### config.mk
export PLATFORM = sky130hd
export DESIGN_NAME = ranging_median_batch_filter
export DESIGN_NICKNAME = d
export VERILOG_FILES = /design/src/rtl/rmbf_pkg.sv /design/src/rtl/rmbf_cfg.sv /design/src/rtl/rmbf_sorter.sv /design/src/rtl/ranging_median_batch_filter.sv
export SDC_FILE = /design/constraint.sdc
export NUM_CORES = 1
export LEC_CHECK = 0
export BUFFER_PORTS_ARGS = -buffer_cell sky130_fd_sc_hd__buf_2
export CAP_MARGIN = 10
export CORE_MARGIN = 5
export CORE_UTILIZATION = 35
export DETAILED_ROUTE_END_ITERATION = 8
export PLACE_DENSITY = 0.59
export SETUP_SLACK_MARGIN = 0.15
export SLEW_MARGIN = 30
export SYNTH_ARGS = -nofsm -noshare
export SYNTH_HDL_FRONTEND = slang
export SYNTH_SLANG_ARGS = --single-unit
### constraint.sdc
create_clock -name clk_i -period 5.1 [get_ports clk_i]
set_input_delay 0.255 -clock clk_i [delete_from_list [all_inputs] [get_ports clk_i]]
set_output_delay 0.255 -clock clk_i [all_outputs]
set_load 0.05 [all_outputs]
### src/rtl/rmbf_pkg.sv
// ----------------------------------------------------------------------------
// rmbf_pkg
// Shared types and constants of the ranging median batch filter.
// ----------------------------------------------------------------------------
package rmbf_pkg;

  localparam int unsigned DIST_W = 16;
  localparam int unsigned RUN_W  = 3;
  localparam logic [RUN_W-1:0] RUN_MAX = 3'd7;

  localparam logic [DIST_W-1:0] NEAR_THRESHOLD_RST = 16'd16000;

  // register index of the configuration port, byte address 4*index
  localparam int unsigned REG_INDEX_W = 1;
  localparam logic [REG_INDEX_W-1:0] REG_NEAR_THRESHOLD = 1'b0;

  localparam int unsigned APB_ADDR_W = 3;
  localparam int unsigned APB_DATA_W = 32;

  // from the control sequencer to the sorter
  typedef struct packed {
    logic push;   // shift a sample into the batch line
    logic start;  // sort the line once this push lands
  } sort_ctrl_t;

  // from the sorter back to the sequencer
  typedef struct packed {
    logic busy;
    logic done;   // one-cycle pulse, line sorted
  } sort_stat_t;

endpackage

### src/rtl/rmbf_cfg.sv
// ----------------------------------------------------------------------------
// rmbf_cfg
// APB register file holding the near threshold.
// ----------------------------------------------------------------------------
module rmbf_cfg (
  input  logic                              clk_i,
  input  logic                              rst_ni,
  input  logic                              psel,
  input  logic                              penable,
  input  logic                              pwrite,
  input  logic [rmbf_pkg::APB_ADDR_W-1:0]   paddr,
  input  logic [rmbf_pkg::APB_DATA_W-1:0]   pwdata,
  output logic [rmbf_pkg::APB_DATA_W-1:0]   prdata,
  output logic                              pready,
  output logic [rmbf_pkg::DIST_W-1:0]       near_threshold_o
);
  import rmbf_pkg::*;

  logic [DIST_W-1:0]      near_threshold_q;
  logic [REG_INDEX_W-1:0] reg_index;
  logic                   wr_en;

  assign pready    = 1'b1;
  assign reg_index = paddr[APB_ADDR_W-1:2];
  assign wr_en     = psel && penable && pwrite && pready;

  always_ff @(posedge clk_i or negedge rst_ni) begin
    if (!rst_ni) begin
      near_threshold_q <= NEAR_THRESHOLD_RST;
    end else if (wr_en && (reg_index == REG_NEAR_THRESHOLD)) begin
      near_threshold_q <= pwdata[DIST_W-1:0];
    end
  end

  always_comb begin
    prdata = '0;
    case (reg_index)
      REG_NEAR_THRESHOLD: prdata = {{(APB_DATA_W-DIST_W){1'b0}}, near_threshold_q};
      default:            prdata = '0;
    endcase
  end

  assign near_threshold_o = near_threshold_q;

endmodule

### src/rtl/rmbf_sorter.sv
// ----------------------------------------------------------------------------
// rmbf_sorter
// Batch line with one shared comparator. Each pass rotates the line through
// a carry register, bubbling the largest remaining value to the tail.
// ----------------------------------------------------------------------------
module rmbf_sorter #(
  parameter int unsigned BATCH_LEN = 10
) (
  input  logic                          clk_i,
  input  logic                          rst_ni,
  input  rmbf_pkg::sort_ctrl_t          ctrl_i,
  input  logic [rmbf_pkg::DIST_W-1:0]   sample_i,
  output rmbf_pkg::sort_stat_t          stat_o,
  output logic [rmbf_pkg::DIST_W-1:0]   median_o
);
  import rmbf_pkg::*;

  localparam int unsigned STEP_W = $clog2(BATCH_LEN + 1);
  localparam int unsigned PASS_W = $clog2(BATCH_LEN - 1);
  localparam logic [STEP_W-1:0] STEP_LAST = STEP_W'(BATCH_LEN);
  localparam logic [PASS_W-1:0] PASS_LAST = PASS_W'(BATCH_LEN - 2);

  logic [DIST_W-1:0] line_q [BATCH_LEN];
  logic [DIST_W-1:0] carry_q;
  logic [DIST_W-1:0] tail;
  logic [STEP_W-1:0] step_q;
  logic [PASS_W-1:0] pass_q;
  logic              busy_q;
  logic              done_q;
  logic              head_lt;

  // the shared compare unit
  assign head_lt = line_q[0] < carry_q;

  always_comb begin
    tail = line_q[0];
    if (step_q == STEP_LAST) begin
      tail = carry_q;
    end else if (step_q != '0) begin
      tail = head_lt ? line_q[0] : carry_q;
    end
  end

  // payload: line and carry
  always_ff @(posedge clk_i) begin
    if (ctrl_i.push) begin
      for (int k = 0; k < BATCH_LEN - 1; k++) begin
        line_q[k] <= line_q[k+1];
      end
      line_q[BATCH_LEN-1] <= sample_i;
    end else if (busy_q) begin
      for (int k = 0; k < BATCH_LEN - 1; k++) begin
        line_q[k] <= line_q[k+1];
      end
      line_q[BATCH_LEN-1] <= tail;
      if (step_q == '0) begin
        carry_q <= line_q[0];
      end else if (head_lt == 1'b0) begin
        // keep the larger value in the carry
        carry_q <= line_q[0];
      end
    end
  end

  always_ff @(posedge clk_i or negedge rst_ni) begin
    if (!rst_ni) begin
      busy_q <= 1'b0;
      done_q <= 1'b0;
      step_q <= '0;
      pass_q <= '0;
    end else begin
      done_q <= 1'b0;
      if (ctrl_i.start) begin
        busy_q <= 1'b1;
        step_q <= '0;
        pass_q <= '0;
      end else if (busy_q) begin
        if (step_q == STEP_LAST) begin
          step_q <= '0;
          if (pass_q == PASS_LAST) begin
            busy_q <= 1'b0;
            done_q <= 1'b1;
          end else begin
            pass_q <= pass_q + 1'b1;
          end
        end else begin
          step_q <= step_q + 1'b1;
        end
      end
    end
  end

  assign stat_o.busy = busy_q;
  assign stat_o.done = done_q;
  assign median_o    = line_q[BATCH_LEN/2];

`ifndef SYNTHESIS
  a_no_push_while_busy: assert property (@(posedge clk_i) disable iff (!rst_ni)
    ctrl_i.push |-> !busy_q)
    else $error("sample pushed during sort");
  a_start_with_push: assert property (@(posedge clk_i) disable iff (!rst_ni)
    ctrl_i.start |-> ctrl_i.push)
    else $error("sort started without the closing sample");
  a_median_ordered: assert property (@(posedge clk_i) disable iff (!rst_ni)
    done_q |-> (line_q[BATCH_LEN/2-1] <= line_q[BATCH_LEN/2]))
    else $error("line not ordered at median");
  a_done_ends_busy: assert property (@(posedge clk_i) disable iff (!rst_ni)
    done_q |-> (!busy_q && $past(busy_q)))
    else $error("done without a finished sort");
`endif

endmodule

### src/rtl/ranging_median_batch_filter.sv
// ----------------------------------------------------------------------------
// ranging_median_batch_filter
// Gathers distance samples in batches, sorts each batch for its upper median
// and tracks range, near runs and an average of near medians.
// ----------------------------------------------------------------------------
// Timing: after an input transfer a result passes ST_NEAR, then ST_DIV when an
//   average is formed, and ST_EMIT, which waits for the output register; a
//   batch-closing sample first waits in ST_SORT while the single comparator sorts.
// Throughput: s_axis_tready is high only in ST_IDLE, so no new sample is taken
//   until the previous result has been loaded into the output register.
// Reset: rst_ni clears all state but the sorter line and carry, threshold returns to 16000.
// ----------------------------------------------------------------------------
module ranging_median_batch_filter #(
  parameter int unsigned BATCH_LEN    = 10,
  parameter int unsigned NEAR_RUN_LEN = 5,
  parameter int unsigned AVG_LEN      = 3
) (
  input  logic                              clk_i,
  input  logic                              rst_ni,
  // slave side
  input  logic                              s_axis_tvalid,
  output logic                              s_axis_tready,
  input  logic [15:0]                       s_axis_tdata,  // [15:0] distance_sample
  // master side
  output logic                              m_axis_tvalid,
  input  logic                              m_axis_tready,
  // [15:0] filtered_distance, [31:16] range_low, [47:32] range_high,
  // [63:48] range_spread, [79:64] batch_count, [80] is_near,
  // [96:81] near_average, [103:97] zero
  output logic [103:0]                      m_axis_tdata,
  output logic [1:0]                        m_axis_tuser,  // [0] batch_done, [1] average_fresh
  // configuration
  input  logic                              psel,
  input  logic                              penable,
  input  logic                              pwrite,
  input  logic [rmbf_pkg::APB_ADDR_W-1:0]   paddr,
  input  logic [rmbf_pkg::APB_DATA_W-1:0]   pwdata,
  output logic [rmbf_pkg::APB_DATA_W-1:0]   prdata,
  output logic                              pready
);
  import rmbf_pkg::*;

  localparam int unsigned FILL_W = $clog2(BATCH_LEN);
  localparam int unsigned AVG_W  = $clog2(AVG_LEN + 1);
  localparam int unsigned SUM_W  = DIST_W + AVG_W;
  localparam int unsigned DIV_S  = SUM_W + 2;
  localparam int unsigned PROD_W = SUM_W + DIV_S + 1;
  // reciprocal of AVG_LEN, rounded up: exact floor for every sum that occurs
  localparam logic [DIV_S:0] DIV_M = (DIV_S+1)'(((1 << DIV_S) + AVG_LEN - 1) / AVG_LEN);
  localparam logic [FILL_W-1:0] FILL_LAST = FILL_W'(BATCH_LEN - 1);

  typedef enum logic [2:0] {
    ST_IDLE,
    ST_SORT,
    ST_NEAR,
    ST_DIV,
    ST_EMIT
  } state_e;

  state_e            state_q;
  logic [FILL_W-1:0] fill_q;
  logic [DIST_W-1:0] median_q, low_q, high_q, batches_q, avg_value_q;
  logic              seeded_q;
  logic [RUN_W-1:0]  run_q;
  logic [AVG_W-1:0]  avg_fill_q;
  logic [SUM_W-1:0]  avg_sum_q, div_arg_q;
  logic              batch_done_q, near_q, fresh_q;

  logic              out_valid_q;
  logic [103:0]      out_data_q;
  logic [1:0]        out_user_q;

  logic [DIST_W-1:0] near_threshold;
  logic [DIST_W-1:0] sort_median;
  sort_ctrl_t        sort_ctrl;
  sort_stat_t        sort_stat;
  logic              in_xfer;

  // near-run step
  logic              near;
  logic [RUN_W-1:0]  run1, run2;
  logic [AVG_W-1:0]  fill1;
  logic [SUM_W-1:0]  sum1;
  logic [PROD_W-1:0] prod;

  rmbf_cfg u_cfg (
    .clk_i            (clk_i),
    .rst_ni           (rst_ni),
    .psel             (psel),
    .penable          (penable),
    .pwrite           (pwrite),
    .paddr            (paddr),
    .pwdata           (pwdata),
    .prdata           (prdata),
    .pready           (pready),
    .near_threshold_o (near_threshold)
  );

  rmbf_sorter #(
    .BATCH_LEN (BATCH_LEN)
  ) u_sorter (
    .clk_i    (clk_i),
    .rst_ni   (rst_ni),
    .ctrl_i   (sort_ctrl),
    .sample_i (s_axis_tdata),
    .stat_o   (sort_stat),
    .median_o (sort_median)
  );

  assign s_axis_tready   = (state_q == ST_IDLE);
  assign in_xfer         = s_axis_tvalid && s_axis_tready;
  assign sort_ctrl.push  = in_xfer;
  assign sort_ctrl.start = in_xfer && (fill_q == FILL_LAST);

  always_comb begin
    near  = median_q < near_threshold;
    run1  = '0;
    if (near) begin
      run1 = (run_q < RUN_MAX) ? run_q + 1'b1 : RUN_MAX;
    end
    run2  = (run1 < RUN_MAX) ? run1 + 1'b1 : RUN_MAX;
    fill1 = (near ? avg_fill_q : '0) + 1'b1;
    sum1  = (near ? avg_sum_q : '0) + SUM_W'(median_q);
  end

  assign prod = PROD_W'(div_arg_q) * PROD_W'(DIV_M);

  always_ff @(posedge clk_i or negedge rst_ni) begin
    if (!rst_ni) begin
      state_q      <= ST_IDLE;
      fill_q       <= '0;
      median_q     <= '0;
      low_q        <= '0;
      high_q       <= '0;
      seeded_q     <= 1'b0;
      batches_q    <= '0;
      run_q        <= '0;
      avg_fill_q   <= '0;
      avg_sum_q    <= '0;
      avg_value_q  <= '0;
      div_arg_q    <= '0;
      batch_done_q <= 1'b0;
      near_q       <= 1'b0;
      fresh_q      <= 1'b0;
      out_valid_q  <= 1'b0;
      out_data_q   <= '0;
      out_user_q   <= '0;
    end else begin
      // in ST_EMIT the output register is reloaded instead
      if (out_valid_q && m_axis_tready && (state_q != ST_EMIT)) begin
        out_valid_q <= 1'b0;
      end
      case (state_q)
        ST_IDLE: begin
          if (in_xfer) begin
            batch_done_q <= 1'b0;
            if (fill_q == FILL_LAST) begin
              fill_q  <= '0;
              state_q <= ST_SORT;
            end else begin
              fill_q  <= fill_q + 1'b1;
              state_q <= ST_NEAR;
            end
          end
        end
        ST_SORT: begin
          if (sort_stat.done) begin
            median_q     <= sort_median;
            batches_q    <= batches_q + 1'b1;
            batch_done_q <= 1'b1;
            seeded_q     <= 1'b1;
            if (!seeded_q) begin
              low_q  <= sort_median;
              high_q <= sort_median;
            end else begin
              if (sort_median < low_q) low_q <= sort_median;
              if (sort_median > high_q) high_q <= sort_median;
            end
            state_q <= ST_NEAR;
          end
        end
        ST_NEAR: begin
          near_q  <= near;
          fresh_q <= 1'b0;
          state_q <= ST_EMIT;
          if (run1 >= RUN_W'(NEAR_RUN_LEN)) begin
            run_q <= run2;
            if (fill1 >= AVG_W'(AVG_LEN)) begin
              // average due: clear the accumulator, divide next cycle
              div_arg_q  <= sum1;
              avg_fill_q <= '0;
              avg_sum_q  <= '0;
              fresh_q    <= 1'b1;
              state_q    <= ST_DIV;
            end else begin
              avg_fill_q <= fill1;
              avg_sum_q  <= sum1;
            end
          end else begin
            run_q <= run1;
            if (!near) begin
              avg_fill_q <= '0;
              avg_sum_q  <= '0;
            end
          end
        end
        ST_DIV: begin
          avg_value_q <= prod[DIV_S +: DIST_W];
          state_q     <= ST_EMIT;
        end
        ST_EMIT: begin
          // hold until the output register is free
          if (!out_valid_q || m_axis_tready) begin
            out_valid_q <= 1'b1;
            out_data_q  <= {7'd0, avg_value_q, near_q, batches_q, high_q - low_q,
                            high_q, low_q, median_q};
            out_user_q  <= {fresh_q, batch_done_q};
            state_q     <= ST_IDLE;
          end
        end
        default: state_q <= ST_IDLE;
      endcase
    end
  end

  assign m_axis_tvalid = out_valid_q;
  assign m_axis_tdata  = out_data_q;
  assign m_axis_tuser  = out_user_q;

endmodule
==> summary.md, run 1 <==
| Metric | Value |
|---|---|
| Initial antenna violation count | 2 |
| Slew HR | between 30% and 40% |
| Final worst path period share | 102.2% |
| Synth Area in Compound Gates | 7.937% |
| Share of layout cells above drive strength 1 | 22.88% |
| Final net count | between 2000 and 3000 |
| Cell count after synthesis | roughly 2100 |
| Syn_area_per_cell | around 12 µm² |
| Crit-path max FO | 5 |
| Max Buffers Root-to-Sink | 3 |
| Final hold vios | 0 |
| Layout area overhead | 20.36% |
| Fraction of registers with async set/reset | approximately three fifths |
| Actual slew at the worst max-slew pin | around 950 ps |
| Die height | 274.8 µm |
| WS Path Type | flip-flop to flip-flop |
| Worst-Skew Late Latency | about 600 ps |
| DRC marker count from the first detailed-route iteration | ~850 |
| Peak supply drop | 0.0003534 V |
| CTS root buf | clkbuf_16 |
| Fmax | ~190 MHz |
| DRT antenna net count | 0 |
| Largest net degree at the start of global routing | approximately 110 |
| Max_cap viols | 0 |
| Post-synth top cells | 311 x inv_1, 252 x dfrtp_1, 252 x ha_1 |
| Pwr Density | 413.5 nW/µm² |
| CP endpoint kind | flip-flop |
| Total global-route track usage | 15.75% |
| Final HPWL DP | approximately 46000 µm |
| CTS Buf Count | 48 |
| PnR worst setup slack | -111.5 ps |
| Simple-Gate Fraction of Synth Area | about 7.3% |
| Final Setup Violations | 5 |
| Synth cell types | 67 |
| Crit start category | flip-flop |
| Core Area | 69790 µm² |
| RSZ-0062 raised after global routing | yes |
| Adder-cell share of the synthesized area | 21.74% |
| Clock sink count | roughly 430 |
| Worst reg2reg setup slack | -110 ps |
| CTS tree | done |
| Die ar. | between 70000 and 80000 µm² |
| Via count | 15940 |
| Clk_skew | between 40 and 50 ps |
| WL/cell | around 18 µm |
| Global-route wire length before repair | 93880 µm |
| I/O pin cnt | 199 |
| Rows | 97 |
| Final Total Pwr | ~12 mW |
| Count leader, synth | inv_1 |
| Filler instances | between 6000 and 7000 |
| Sequential fraction of the synthesis area | a little under half |
| Switch share | 32.42% |
| PortBufs | approximately 160 |
| Vias in the first global route | roughly 17000 |
| Post-layout minimum cycle time | 5211 ps |
| Router iterations before antenna repair | 4 |
| Count of flip-flops with a built-in enable after synthesis | approximately 180 |
| Placer Congestion | roughly 0.87 |
| Largest family of logic cells by synthesized area | adder cells |
| Mapped cell area | approximately 25000 µm² |
| Internal power | 8.255 mW |
| Detailed-route DRC error count | 0 |
| DIE WIDTH | ~270 µm |
| Worst hold path type | input pin to flip-flop |
| Top cells by area, synth | dfrtp_1 26%, edfxtp_1 22%, ha_1 13%, fa_1 8.9%, mux2_2 5.4% |
| Post-synth top area share | 25.69% |
| Starting density of the core | between 30% and 40% |
| Post-Synth XOR/XNOR Area | under 10% |
| Mux cell area share after synthesis | 6.188% |
| CP required | 5570 ps |
| Comb power frac | approximately a quarter |
| Level count of the clock H-tree | 2 |
| Outcome | finished with violations |
| Warnings from Yosys | 0 |
| Reg power frac | approximately 46% |
| Worst Path Arrival | 5680 ps |
| Synth area leader | dfrtp_1 |
| Leak | between 10 and 15 nW |
| Final Util | between 40% and 50% |
| Post-DR vias/cell | roughly 4.8 |
| Total grt overflow | 0 |
| Synth Register Bits | approximately 430 |
| Psw | 3.960 mW |
| Clock share of power | a little under a third |
| Ys flop type | dfrtp_1 |
| Failing checks | negative setup slack |
| DRT Wirelength | about 59000 µm |
| CTS clock-pin slew for the worst setup and hold paths | roughly 60 ps |
| Max-slew violations | 0 |
[placed cells by master (no fill, tap or decap), drive strengths merged, types with 16 or more instances in the layout]
master	instances
nand4	16
buf	262
a21oi	74
dfrtp	252
ha	252
edfxtp	176
clkbuf	61
conb	24
inv	314
nand2	167
a21o	26
nand3	22
and3	27
xnor2	37
dlygate4sd3	32
mux2i	19
o21ai	112
fa	109
nor2	75
mux2	118
nor3	23
xor2	31
[final cells by class]
cell class,count,area (µm²),area share (%)
multi-input combinational,1286,11770,39.85
sequential,434,11770,39.82
timing repair buffer,294,1979,6.700
clock buffer,61,1270,4.299
tap,940,1176,3.981
inverter,311,1167,3.951
clock inverter,27,407.9,1.381
antenna,2,5.005,0.01694
[critical path, stage by stage, from the launching register on]
cell and delay (ps):
dfrtp_2 470, ha_4 260, fa_1 480, inv_1 50
fa_1 450, fa_1 520, inv_2 40, fa_1 530
inv_1 50, fa_1 490, inv_2 50, ha_4 240
o21a_1 130, o21ai_2 210, o2111ai_4 190, nand2_2 140
o31ai_4 70, buf_4 150, o21a_1 170, o21a_1 170
o31ai_1 200
[per-stage QoR]
step                setup WS [ps]  TNS [ps]  hold WS, ps  instances  cell area (µm²)
detailed placement         -235.8     -1516        386.5       3213            27130
global route               -308.3     -1921        55.50       3353            29540
finish                     -111.5    -254.4        53.59       3355            29540
floorplan                   147.2         0       -40.59       2106            24870
CTS                        -157.1    -614.7        14.68       3346            29330
global placement           -131.7    -672.4        363.9       3210            27060
[kinds of logic after synthesis]
group                      count (synthesis)
adders and majority gates                361
buffers and inverters                    386
other                                      2
DFF                                      434
xor gates and xnor gates                  68
AOI/OAI and AO/OA                        308
and+or+nand+nor                          388
muxes                                    137
[power groups by stage]
stage	combinational (mW)	clock [mW]	sequential, mW
2_1_floorplan	2.02	0	5.59
5_1_grt	3.26	3.90	5.77
3_3_place_gp	2.75	0	5.67
3_5_place_dp	2.90	0	5.71
6_report	2.89	3.66	5.66
4_1_cts	2.95	3.77	5.67
[what timing repair did]
| action | 4_1_cts | 5_1_grt |
|---|---|---|
| resized for setup | 23 | 28 |
| endpoints found under the hold margin | 134 | 0 |
| hold buffers | 32 | 0 |
| endpoints found under the setup margin | 15 | 15 |
| pin swaps | 19 | 14 |
| setup buffers | 13 | 6 |
[flip-flops by register name, summed over array words and instances, names as in the netlist, 2 cells and up]
signal                  cells
u_sorter.line_q           160
m_axis_tdata               97
median_q                   16
u_sorter.pass_q             4
div_arg_q                  18
batches_q                  16
low_q                      16
high_q                     16
u_cfg.near_threshold_o     16
u_sorter.carry_q           16
avg_sum_q                  18
u_sorter.step_q             4
avg_fill_q                  2
m_axis_tuser                2
run_q                       3
state_q                     3
fill_q                      4
avg_value_q                16
[final timing paths]
| path | from | end | cells after the start |
|---|---|---|---|
| worst max-delay path | div_arg_q[7]$_DFFE_PN0P_ | avg_value_q[13]$_DFFE_PN0N_ | 20 |
| worst min-delay path | s_axis_tdata[13] | u_sorter.line_q[0][157]$_DFFE_PP_ | 3 |
| worst max register to register | div_arg_q[7]$_DFFE_PN0P_ | avg_value_q[13]$_DFFE_PN0N_ | 20 |
| worst min register to register | u_sorter.line_q[0][60]$_DFFE_PP_ | u_sorter.line_q[0][44]$_DFFE_PP_ | 0 |
| max in group asynchronous | rst_ni | m_axis_tdata[48]$_DFFE_PN0P_ | 4 |
| min in group asynchronous | rst_ni | batches_q[7]$_DFFE_PN0P_ | 2 |
[metal layers]
layer  global-route usage, %  vias up  part of all wire (%)
li1                        -     7648                     -
met1                   22.76     7910                    48
met2                   25.09      303                    45
met3                   2.625       82                   4.9
met4                   3.461        0                   2.1
met5                       0        -                     0
Power figures use the tool's default switching activity.
==> inputs of run 2 (changes only) <==
--- a/config.mk
+++ b/config.mk
@@ -9,8 +9,9 @@
 export CAP_MARGIN = 10
 export CORE_MARGIN = 5
 export CORE_UTILIZATION = 35
+export CTS_BUF_LIST = sky130_fd_sc_hd__clkbuf_8
 export DETAILED_ROUTE_END_ITERATION = 8
-export PLACE_DENSITY = 0.59
+export PLACE_DENSITY_LB_ADDON = 0.2
 export SETUP_SLACK_MARGIN = 0.15
 export SLEW_MARGIN = 30
 export SYNTH_ARGS = -nofsm -noshare
==> summary.md, run 2 (same netlist as run 1, synthesis figures left out) <==
| Metric | Value |
|---|---|
| Outcome | finished with violations (unchanged) |
| Failing checks | negative setup slack (unchanged) |
| Total grt overflow | 0 (unchanged) |
| Level count of the clock H-tree | 3 (was 2) |
| Clock sink count | 434 (unchanged) |
| Worst Path Arrival | 5860 ps (was 5680 ps) |
| Router iterations before antenna repair | 5 (was 4) |
| Placer Congestion | 0.8710 (was 0.8737) |
| Global-route wire length before repair | 92620 µm (was 93880 µm) |
| Initial antenna violation count | 6 (was 2) |
| Core Area | 69790 µm² (unchanged) |
| Worst reg2reg path depth | 20 (unchanged) |
| Leak | 14.47 nW (was 14.38 nW) |
| CTS Buf Count | 79 (was 48) |
| Commonest non-fill, non-tap cells in the layout | 334 x inv_1, 242 x dfrtp_1, 233 x ha_1 (was 301 x inv_1, 239 x dfrtp_1, 226 x ha_1) |
| Design Area, Final | 29320 µm² (was 29540 µm²) |
| Via count | 15990 (was 15940) |
| PortBufs | 156 (unchanged) |
| Largest net degree at the start of global routing | 104 (was 107) |
| Register with the most flip-flops | u_sorter.line_q (unchanged) |
| DRC marker count from the first detailed-route iteration | 883 (was 846) |
| Reg2reg start | div_arg_q[6]$_DFFE_PN0P_ (was div_arg_q[7]$_DFFE_PN0P_) |
| Critical path's slowest cell | fa_1 (unchanged) |
| Final net count | 2809 (was 2794) |
| Final Util | 42.02% (was 42.33%) |
| Worst hold path type | input pin to asynchronous set/reset pin (was input pin to flip-flop) |
| DIE WIDTH | 274.8 µm (unchanged) |
| Final Setup Violations | 9 (was 5) |
| Pwr Density | 405.9 nW/µm² (was 413.5 nW/µm²) |
| Crit path from | div_arg_q[6]$_DFFE_PN0P_ (was div_arg_q[7]$_DFFE_PN0P_) |
| Worst-Skew Late Latency | 690 ps (was 600 ps) |
| Final hold vios | 0 (unchanged) |
| I/O pin cnt | 199 (unchanged) |
| Rows | 97 (unchanged) |
| Clk_skew | 55.32 ps (was 41.64 ps) |
| Max Buffers Root-to-Sink | 3 (unchanged) |
| CTS root buf | clkbuf_8 (was clkbuf_16) |
| Die ar. | 75530 µm² (unchanged) |
| Share of layout cells above drive strength 1 | 22.49% (was 22.88%) |
| WL/cell | 17.41 µm (was 17.71 µm) |
| Worst reg2reg setup slack | -200 ps (was -110 ps) |
| Most frequent CP cell | fa_1 (unchanged) |
| Filler instances | 6759 (was 6579) |
| RSZ-0062 raised after global routing | yes (unchanged) |
| Vias in the first global route | 16390 (was 16680) |
| Crit start category | flip-flop (unchanged) |
| Placed cell area | 27000 µm² (was 27130 µm²) |
| Slowest stage delay, CP | 590 ps (was 530 ps) |
| PnR worst setup slack | -200.0 ps (was -111.5 ps) |
| DRT Wirelength | 59100 µm (was 59420 µm) |
| Final Total Pwr | 11.90 mW (was 12.22 mW) |
| Reg-to-Reg End | avg_value_q[15]$_DFFE_PN0N_ (was avg_value_q[13]$_DFFE_PN0N_) |
| Commonest non-fill, non-tap cell in the layout | inv_1 (unchanged) |
| CP required | 5660 ps (was 5570 ps) |
| Total global-route track usage | 15.64% (was 15.75%) |
| DRT antenna net count | 0 (unchanged) |
| Final HPWL DP | 44800 µm (was 45800 µm) |
| Max_cap viols | 0 (unchanged) |
| Actual slew at the worst max-slew pin | 957.6 ps (was 953.7 ps) |
| WS Path Type | flip-flop to flip-flop (unchanged) |
| Post-layout minimum cycle time | 5300 ps (was 5211 ps) |
| Diodes inserted | 0 (was 2) |
| CTS clock-pin slew for the worst setup and hold paths | 80 ps (was 60 ps) |
| Fmax | 188.7 MHz (was 191.9 MHz) |
| Final worst path period share | 103.9% (was 102.2%) |
| Starting density of the core | 35.17% (unchanged) |
| Crit-path max FO | 5 (unchanged) |
| Post-DR vias/cell | 4.710 (was 4.752) |
| Detailed-route DRC error count | 0 (unchanged) |
| Die height | 274.8 µm (unchanged) |
| Peak supply drop | 0.0003579 V (was 0.0003534 V) |
| Max-slew violations | 0 (unchanged) |
| Max reg flops | 160 (unchanged) |
| CTS tree | done (unchanged) |
| CP endpoint kind | flip-flop (unchanged) |
| Layout area overhead | 19.45% (was 20.36%) |
| Slew HR | 36.15% (was 36.41%) |
| Setup TNS Final | -963.3 ps (was -254.4 ps) |
| Worst-path cell chain | ha_4, fa_1, inv_1, fa_1, fa_1, inv_2, fa_1, inv_1, fa_1, inv_2, ha_4, nand4_1, nor2_2, nor3_2, o21ai_4, nand2_2, o31ai_4, o211ai_1, and3_1, o31a_1 (was ha_4, fa_1, inv_1, fa_1, fa_1, inv_2, fa_1, inv_1, fa_1, inv_2, ha_4, o21a_1, o21ai_2, o2111ai_4, nand2_2, o31ai_4, buf_4, o21a_1, o21a_1, o31ai_1) |
==> run 2: cell types whose count changed in the layout (fill, tap and decap cells not counted), moves of 4 or more <==
cell | previous run | this run
clkbuf_8 | 2 | 93
buf_4 | 100 | 80
clkbuf_1 | 11 | 0
bufinv_16 | 8 | 4
clkinvlp_4 | 5 | 1
clkinv_4 | 4 | 0
inv_2 | 10 | 5
inv_1 | 301 | 334
ha_4 | 24 | 18
ha_1 | 226 | 233
clkinv_1 | 2 | 9
clkbuf_16 | 48 | 0
==> run 2: how the worst max path moves through the flow <==
stage / end / cells after the start
2_1_floorplan: avg_value_q[9]$_DFFE_PN0N_ / 19
3_3_place_gp: avg_value_q[8]$_DFFE_PN0N_ / 21
3_5_place_dp: avg_value_q[15]$_DFFE_PN0N_ / 20
4_1_cts: avg_value_q[15]$_DFFE_PN0N_ / 20
5_1_grt: avg_value_q[12]$_DFFE_PN0N_ / 21
6_report: avg_value_q[15]$_DFFE_PN0N_ / 20
==> run 2: where the power goes <==
group	switching, mW	internal, mW	total (mW)
logic	1.81	0.994	2.80
clock network	1.53	1.89	3.42
registers	0.659	5.03	5.68
total	3.99	7.91	11.9
==> run 2: timing repair <==
| action | CTS | global route |
|---|---|---|
| resized for setup | 16 | 24 |
| setup endpoints to repair | 15 | 16 |
| cloned | 0 | 0 |
| setup buffers | 9 | 7 |
| pin swaps | 8 | 11 |
| hold endpoints to repair | 123 | 0 |
| hold buffers | 35 | 0 |
==> run 2: per-stage QoR <==
step	hold slack [ps]	worst slack, ps	std cells
3_3_place_gp	312.2	-165.7	3196
5_1_grt	191.8	-400.8	3394
3_5_place_dp	317.0	-202.6	3197
4_1_cts	192.9	-171.4	3386
6_report	177.0	-200.0	3394
2_1_floorplan	-40.59	147.2	2106
==> run 2: area by class of cell <==
cell class | instances | area (µm²) | area share [%]
multi-input cells | 1286 | 11710 | 39.92
clock buffers | 93 | 1280 | 4.365
clock inverters | 52 | 382.9 | 1.306
inverters | 311 | 1167 | 3.981
well taps | 940 | 1176 | 4.011
flip-flops and latches | 434 | 11760 | 40.11
repair buffers | 278 | 1847 | 6.299
==> run 2: critical path: cells and delay by family, from the launching register on <==
family                   cells  cell delay [ps]
AND/OR/NAND/NOR              5              640
flip-flops                   1              470
AO/OA/AOI/OAI                4              850
buffers and inverters        4              210
adder cells (fa/ha/maj)      7             3010
==> run 2: layer usage <==
| layer | GRT usage [%] | vias up | part of all wire (%) | routed length (µm) |
|---|---|---|---|---|
| met5 | 0 | - | 0 | 0 |
| met4 | 3.659 | 0 | 2.1 | 1234 |
| met3 | 3.271 | 83 | 5.2 | 3049 |
| met2 | 24.56 | 314 | 45 | 26630 |
| met1 | 22.37 | 7909 | 48 | 28190 |
| li1 | - | 7680 | - | - |
